File: src/design/rocq_pkg.sv
`timescale 1ns / 1ps
// ----------------------------------------------------------------------------
// rocq_pkg
// Shared types and codes for the ROC area penalty unit.
// ----------------------------------------------------------------------------
package rocq_pkg;

    localparam logic [1:0] MODE_LOAD    = 2'd0;
    localparam logic [1:0] MODE_COMPUTE = 2'd1;
    localparam logic [1:0] MODE_CLEAR   = 2'd2;
    localparam logic [1:0] MODE_NOP     = 2'd3;

    localparam int unsigned FRAC_BITS = 17;
    localparam logic [16:0] PENALTY_ONE = 17'h10000;

    typedef enum logic [2:0] {
        ST_OK    = 3'd0,
        ST_EMPTY = 3'd1,
        ST_SKIP  = 3'd2,
        ST_CLASS = 3'd3,
        ST_ZERO  = 3'd4
    } status_t;

    typedef enum logic [3:0] {
        S_IDLE,
        S_RANK,
        S_SRCH_START,
        S_SRCH_SCAN,
        S_CLS_START,
        S_CLS_SCAN,
        S_MUL,
        S_ACC,
        S_DPREP,
        S_DINIT,
        S_DIV,
        S_EMIT
    } state_t;

    typedef struct packed {
        logic    load;
        logic    clear;
        logic    comp_start;
        logic    set_done;
        logic    code_load;
        status_t code;
        logic    rank_step;
        logic    scan_start;
        logic    scan_class;
        logic    srch_update;
        logic    mul;
        logic    acc;
        logic    dprep;
        logic    dinit;
        logic    div_step;
        logic    emit;
    } cmd_t;

    typedef struct packed {
        logic store_empty;
        logic skip;
        logic class_empty;
        logic zero_gene;
        logic rank_ready;
        logic bit_zero;
        logic scan_done;
        logic k_last;
        logic div_last;
        logic out_free;
    } sts_t;

endpackage

File: src/design/rocq_ctrl.sv
`timescale 1ns / 1ps
// ----------------------------------------------------------------------------
// rocq_ctrl
// Sequencer that steps the datapath through thresholds, scans and division.
// ----------------------------------------------------------------------------
module rocq_ctrl
    import rocq_pkg::*;
(
    input  logic       clk,
    input  logic       rst_n,
    input  logic       in_valid,
    input  logic [1:0] in_mode,
    output logic       in_ready,
    input  sts_t       sts,
    output cmd_t       cmd
);

    state_t state_reg;
    state_t state_next;

    always_ff @(posedge clk or negedge rst_n)
    begin
        if (!rst_n)
        begin
            state_reg <= S_IDLE;
        end
        else
        begin
            state_reg <= state_next;
        end
    end

    always_comb
    begin
        state_next = state_reg;
        unique case (state_reg)
            S_IDLE:
            begin
                if (in_valid && in_mode == MODE_COMPUTE)
                begin
                    priority if (sts.store_empty || sts.skip || sts.class_empty
                                 || sts.zero_gene)
                    begin
                        state_next = S_EMIT;
                    end
                    else
                    begin
                        state_next = S_RANK;
                    end
                end
            end
            S_RANK:
            begin
                if (sts.rank_ready)
                begin
                    state_next = S_SRCH_START;
                end
            end
            S_SRCH_START: state_next = S_SRCH_SCAN;
            S_SRCH_SCAN:
            begin
                if (sts.scan_done)
                begin
                    state_next = sts.bit_zero ? S_CLS_START : S_SRCH_START;
                end
            end
            S_CLS_START: state_next = S_CLS_SCAN;
            S_CLS_SCAN:
            begin
                if (sts.scan_done)
                begin
                    state_next = S_MUL;
                end
            end
            S_MUL: state_next = S_ACC;
            S_ACC: state_next = sts.k_last ? S_DPREP : S_RANK;
            S_DPREP: state_next = S_DINIT;
            S_DINIT: state_next = S_DIV;
            S_DIV:
            begin
                if (sts.div_last)
                begin
                    state_next = S_EMIT;
                end
            end
            S_EMIT:
            begin
                if (sts.out_free)
                begin
                    state_next = S_IDLE;
                end
            end
            default: state_next = S_IDLE;
        endcase
    end

    always_comb
    begin
        cmd = '0;
        cmd.code = ST_OK;
        in_ready = (state_reg == S_IDLE);
        unique case (state_reg)
            S_IDLE:
            begin
                if (in_valid)
                begin
                    cmd.load = (in_mode == MODE_LOAD);
                    cmd.clear = (in_mode == MODE_CLEAR);
                    if (in_mode == MODE_COMPUTE)
                    begin
                        cmd.comp_start = 1'b1;
                        cmd.code_load = 1'b1;
                        priority if (sts.store_empty)
                        begin
                            cmd.code = ST_EMPTY;
                        end
                        else if (sts.skip)
                        begin
                            cmd.code = ST_SKIP;
                        end
                        else if (sts.class_empty)
                        begin
                            cmd.set_done = 1'b1;
                            cmd.code = ST_CLASS;
                        end
                        else if (sts.zero_gene)
                        begin
                            cmd.set_done = 1'b1;
                            cmd.code = ST_ZERO;
                        end
                        else
                        begin
                            cmd.set_done = 1'b1;
                            cmd.code = ST_OK;
                        end
                    end
                end
            end
            S_RANK: cmd.rank_step = 1'b1;
            S_SRCH_START: cmd.scan_start = 1'b1;
            S_SRCH_SCAN: cmd.srch_update = sts.scan_done;
            S_CLS_START:
            begin
                cmd.scan_start = 1'b1;
                cmd.scan_class = 1'b1;
            end
            S_CLS_SCAN: ;
            S_MUL: cmd.mul = 1'b1;
            S_ACC: cmd.acc = 1'b1;
            S_DPREP: cmd.dprep = 1'b1;
            S_DINIT: cmd.dinit = 1'b1;
            S_DIV: cmd.div_step = 1'b1;
            S_EMIT: cmd.emit = sts.out_free;
            default: ;
        endcase
    end

endmodule

File: config.mk
export PLATFORM = sky130hd
export DESIGN_NAME = rocq_ctrl
export DESIGN_NICKNAME = d
export VERILOG_FILES = /design/src/design/rocq_pkg.sv /design/src/design/rocq_ctrl.sv
export SDC_FILE = /design/constraint.sdc
export NUM_CORES = 1
export LEC_CHECK = 0
export ABC_AREA = 1
export ABC_CLOCK_PERIOD_IN_PS = 2500
export BUFFER_PORTS_ARGS = -buffer_cell sky130_fd_sc_hd__buf_4
export CORE_MARGIN = 2
export CORE_UTILIZATION = 40
export CTS_BUF_LIST = sky130_fd_sc_hd__clkbuf_8 sky130_fd_sc_hd__clkbuf_16
export DETAILED_ROUTE_END_ITERATION = 6
export GPL_ROUTABILITY_DRIVEN = 0
export MAX_ROUTING_LAYER = met4
export PLACE_DENSITY = 0.74
export SYNTH_ARGS = -nofsm -noshare
export SYNTH_HDL_FRONTEND = slang
export SYNTH_SLANG_ARGS = --single-unit
File: constraint.sdc
create_clock -name clk -period 2.5 [get_ports clk]
set_input_delay 0.25 -clock clk [delete_from_list [all_inputs] [get_ports clk]]
set_output_delay 0.25 -clock clk [all_outputs]
set_load 0.02 [all_outputs]
==> impl_metrics.csv <==
group,metric,value,unit
grt,grt_pass1_vias,626,
synth,synthCells,100,
critical_path,cpMostUsedCell,"nand2_2",
grt,grt_max_degree,7,
synth,synthArstFlopShare,100.0,%
synth,synth.distinct_cells,23,
critical_path,path_max_fanout,5,
power_and_ir_drop,power_leakage,0.0005241,µW
clock_network,cts_root_buf,"clkbuf_8",
worst_hold_path,hp-class,"in -> async",
grt,gr-total-overflow,0,
clock_network,clock_sinks,4,
critical_path,cp.arrival,1.53,ns
clock_network,clock_latency,0.21,ns
clock_network,clockBufferDepth,2,
placement,dp_cells,147,
grt,globalRouteMet1Util,25.19,%
layout,fin_nets,153,
critical_path,crit_type,"reg -> out",
synth,ys.flop_type,"dfrtp_1",
power_and_ir_drop,vdd.ir_drop.worst,770.4,µV
clock_network,htree_levels,1,
sta,tightest_slew,0.2535,ns
grt,grt_pass1_wl,2608,µm
floorplan,start_util,43.81,%
critical_path,critPathCaptureType,"output pin",
layout,diodes,0,
route,post_drt_wl_per_cell,10.21,µm
critical_path,reg2reg_depth,9,
synth,synth_nets,115,
route,routed_wl,1542,µm
sta,fin_skew,0.003113,ns
layout,syn_to_final_growth,53.11,%
placement,io_buffers,33,
route,first_pass_iters,4,
grt,top_usage_layer,"met2",
floorplan,rows,13,
route,num_vias,697,
flow_run,cap_violations,0,
layout,layout.cells.non_filler,151,
grt,met2_usage,28.31,%
synth,synth_commonest_cells,"nand2_1, inv_1, nor2_1",
sta,fin_tns_setup,0,ns
floorplan,die_y,42.22,µm
floorplan,ios,34,
placement,hpwlAfterDp,1347,µm
synth,syn_area,584.3,µm²
layout,largest_reg_flops,4,
clock_network,cts_setup_buffers,0,
grt,grt_antenna_before_repair,0,
power_and_ir_drop,power.density,1159,mW/mm²
outcome,status,"finished, final reports clean",
clock_network,numCtsBuffers,3,
route,vias_per_cell,4.616,
clock_network,cts.clk_slew.worst_paths,0.03,ns
synth,synth_top_area_share,17.13,%
grt,track_usage,18.54,%
synth,synth_area_leaders,"dfrtp_1, nand2_1, inv_1",
critical_path,cp_slowest_stage_delay,0.42,ns
sta,setup_viol,0,
layout,drive_above_1_share,46.32,%
critical_path,crit_slowest_cell,"dfrtp_1",
synth,synth_edf_count,0,
synth,ys_ff_latch,4,
floorplan,core_area,0.001334,mm²
clock_network,cts_tree,"yes",
route,antenna_left,0,
floorplan,dieArea,0.001783,mm²
synth,synth_warnings,0,
sta,fin_crit_sh,71.28,%
critical_path,worstPathCellList,"nor2_2 > nand2_2 > inv_2 > nand2_2 > nor3b_2 > buf_4",
synth,synth-seq-area-share,17.13,%
sta,finalCriticalPeriod,1.782,ns
sta,fmaxAchievable,561.2,MHz
synth,avgSynthCellArea,5.843,µm²
critical_path,required,2.25,ns
floorplan,die_w,42.22,µm
synth,yosysMostFrequentCell,"nand2_1",
sta,hold_viol,0,
sta,maxSlewViolCount,0,
sta,maxSlewHeadroom,82.86,%
critical_path,crit_path_start_kind,"flop",
grt,use_met3,5.172,%
synth,yosys.area.top_type,"dfrtp_1",
sta,rsz0062_at_grt,"no",
route,drc,0,
route,drt-initial-drc-count,22,
cells by family (layout without fill, tap and decap cells):
kind of cell | count (synthesis) | after routing | share of synthesized area [%]
AO/OA/AOI/OAI | 5 | 5 | 5.138
buffers and inverters | 24 | 60 | 16.49
flip-flops | 4 | 4 | 17.13
AND/OR/NAND/NOR | 67 | 67 | 61.24
worst max-delay path, delay by kind of cell, from the launching register on:
family	cells	cell delay (ns)
simple gates	4	0.65
flops	1	0.42
buf+inv	2	0.26
layer usage:
metal	routed length (µm)	vias up
met2	733	21
met5	0	-
met4	0	0
li1	-	377
met1	720	299
met3	88	0
cell type report:
class                           count  area, µm²
Sequential cell                     4      100.1
Timing Repair Buffer               34      257.7
Tap cell                           15      18.77
Multi-Input combinational cell     72      387.9
Inverter                           23      88.84
Fill cell                         128      439.2
Clock buffer                        3      41.29
report_power, final:
group	switching, µW	leakage, µW	internal, µW
combinational	487	0.000453	268
clock	28.4	0.0000216	102
sequential	49.0	0.0000499	102
total	565	0.000524	472
cell usage in the layout, fill, tap and decap left out:
cell type       n
a21oi_1         1
buf_4          33
clkbuf_8        3
dfrtp_1         4
dlygate4sd3_1   1
inv_1          17
inv_2           5
inv_4           1
nand2_1        20
nand2_2         7
nand2_4         1
nand3_1         9
nand4_1         1
nor2_1         12
nor2_2          6
nor2_4          4
nor3_1          3
nor3b_2         1
nor4_1          1
nor4b_1         1
o21ai_0         1
o21ai_1         1
o21ai_2         1
o22ai_1         1
or2_2           1
final timing paths:
kind	slack, ns	endpoint	startpoint
worst max register to register	1.12	state_reg[1]$_DFFE_PN0P_	state_reg[1]$_DFFE_PN0P_
worst max-delay path	0.72	cmd[12]	state_reg[3]$_DFFE_PN0P_
worst min-delay path	0.37	state_reg[0]$_DFFE_PN0P_	rst_n
min in group clk	0.40	state_reg[3]$_DFFE_PN0P_	sts[2]
worst min register to register	0.57	state_reg[3]$_DFFE_PN0P_	state_reg[3]$_DFFE_PN0P_
max in group asynchronous	2.03	state_reg[3]$_DFFE_PN0P_	rst_n
metrics by stage:
stage	cell area, µm²	hold WS [ns]	util [%]	total power (µW)	setup WS (ns)
2_1_floorplan	584.3	-0.04559	-	697.8	0.7729
3_5_place_dp	843.3	0.04729	63.23	906.3	0.9370
3_3_place_gp	843.3	0.04687	63.23	895.5	1.004
6_report	894.6	0.3726	67.07	1037	0.7180
5_1_grt	894.6	0.3715	67.07	1132	0.5978
4_1_cts	894.6	0.3656	67.07	1047	0.7102
timing repair:
item,in CTS,in global routing
hold endpoints to repair,4,0
hold buffers,1,0
resized for setup,0,0
(Power assumes the default switching activity.)
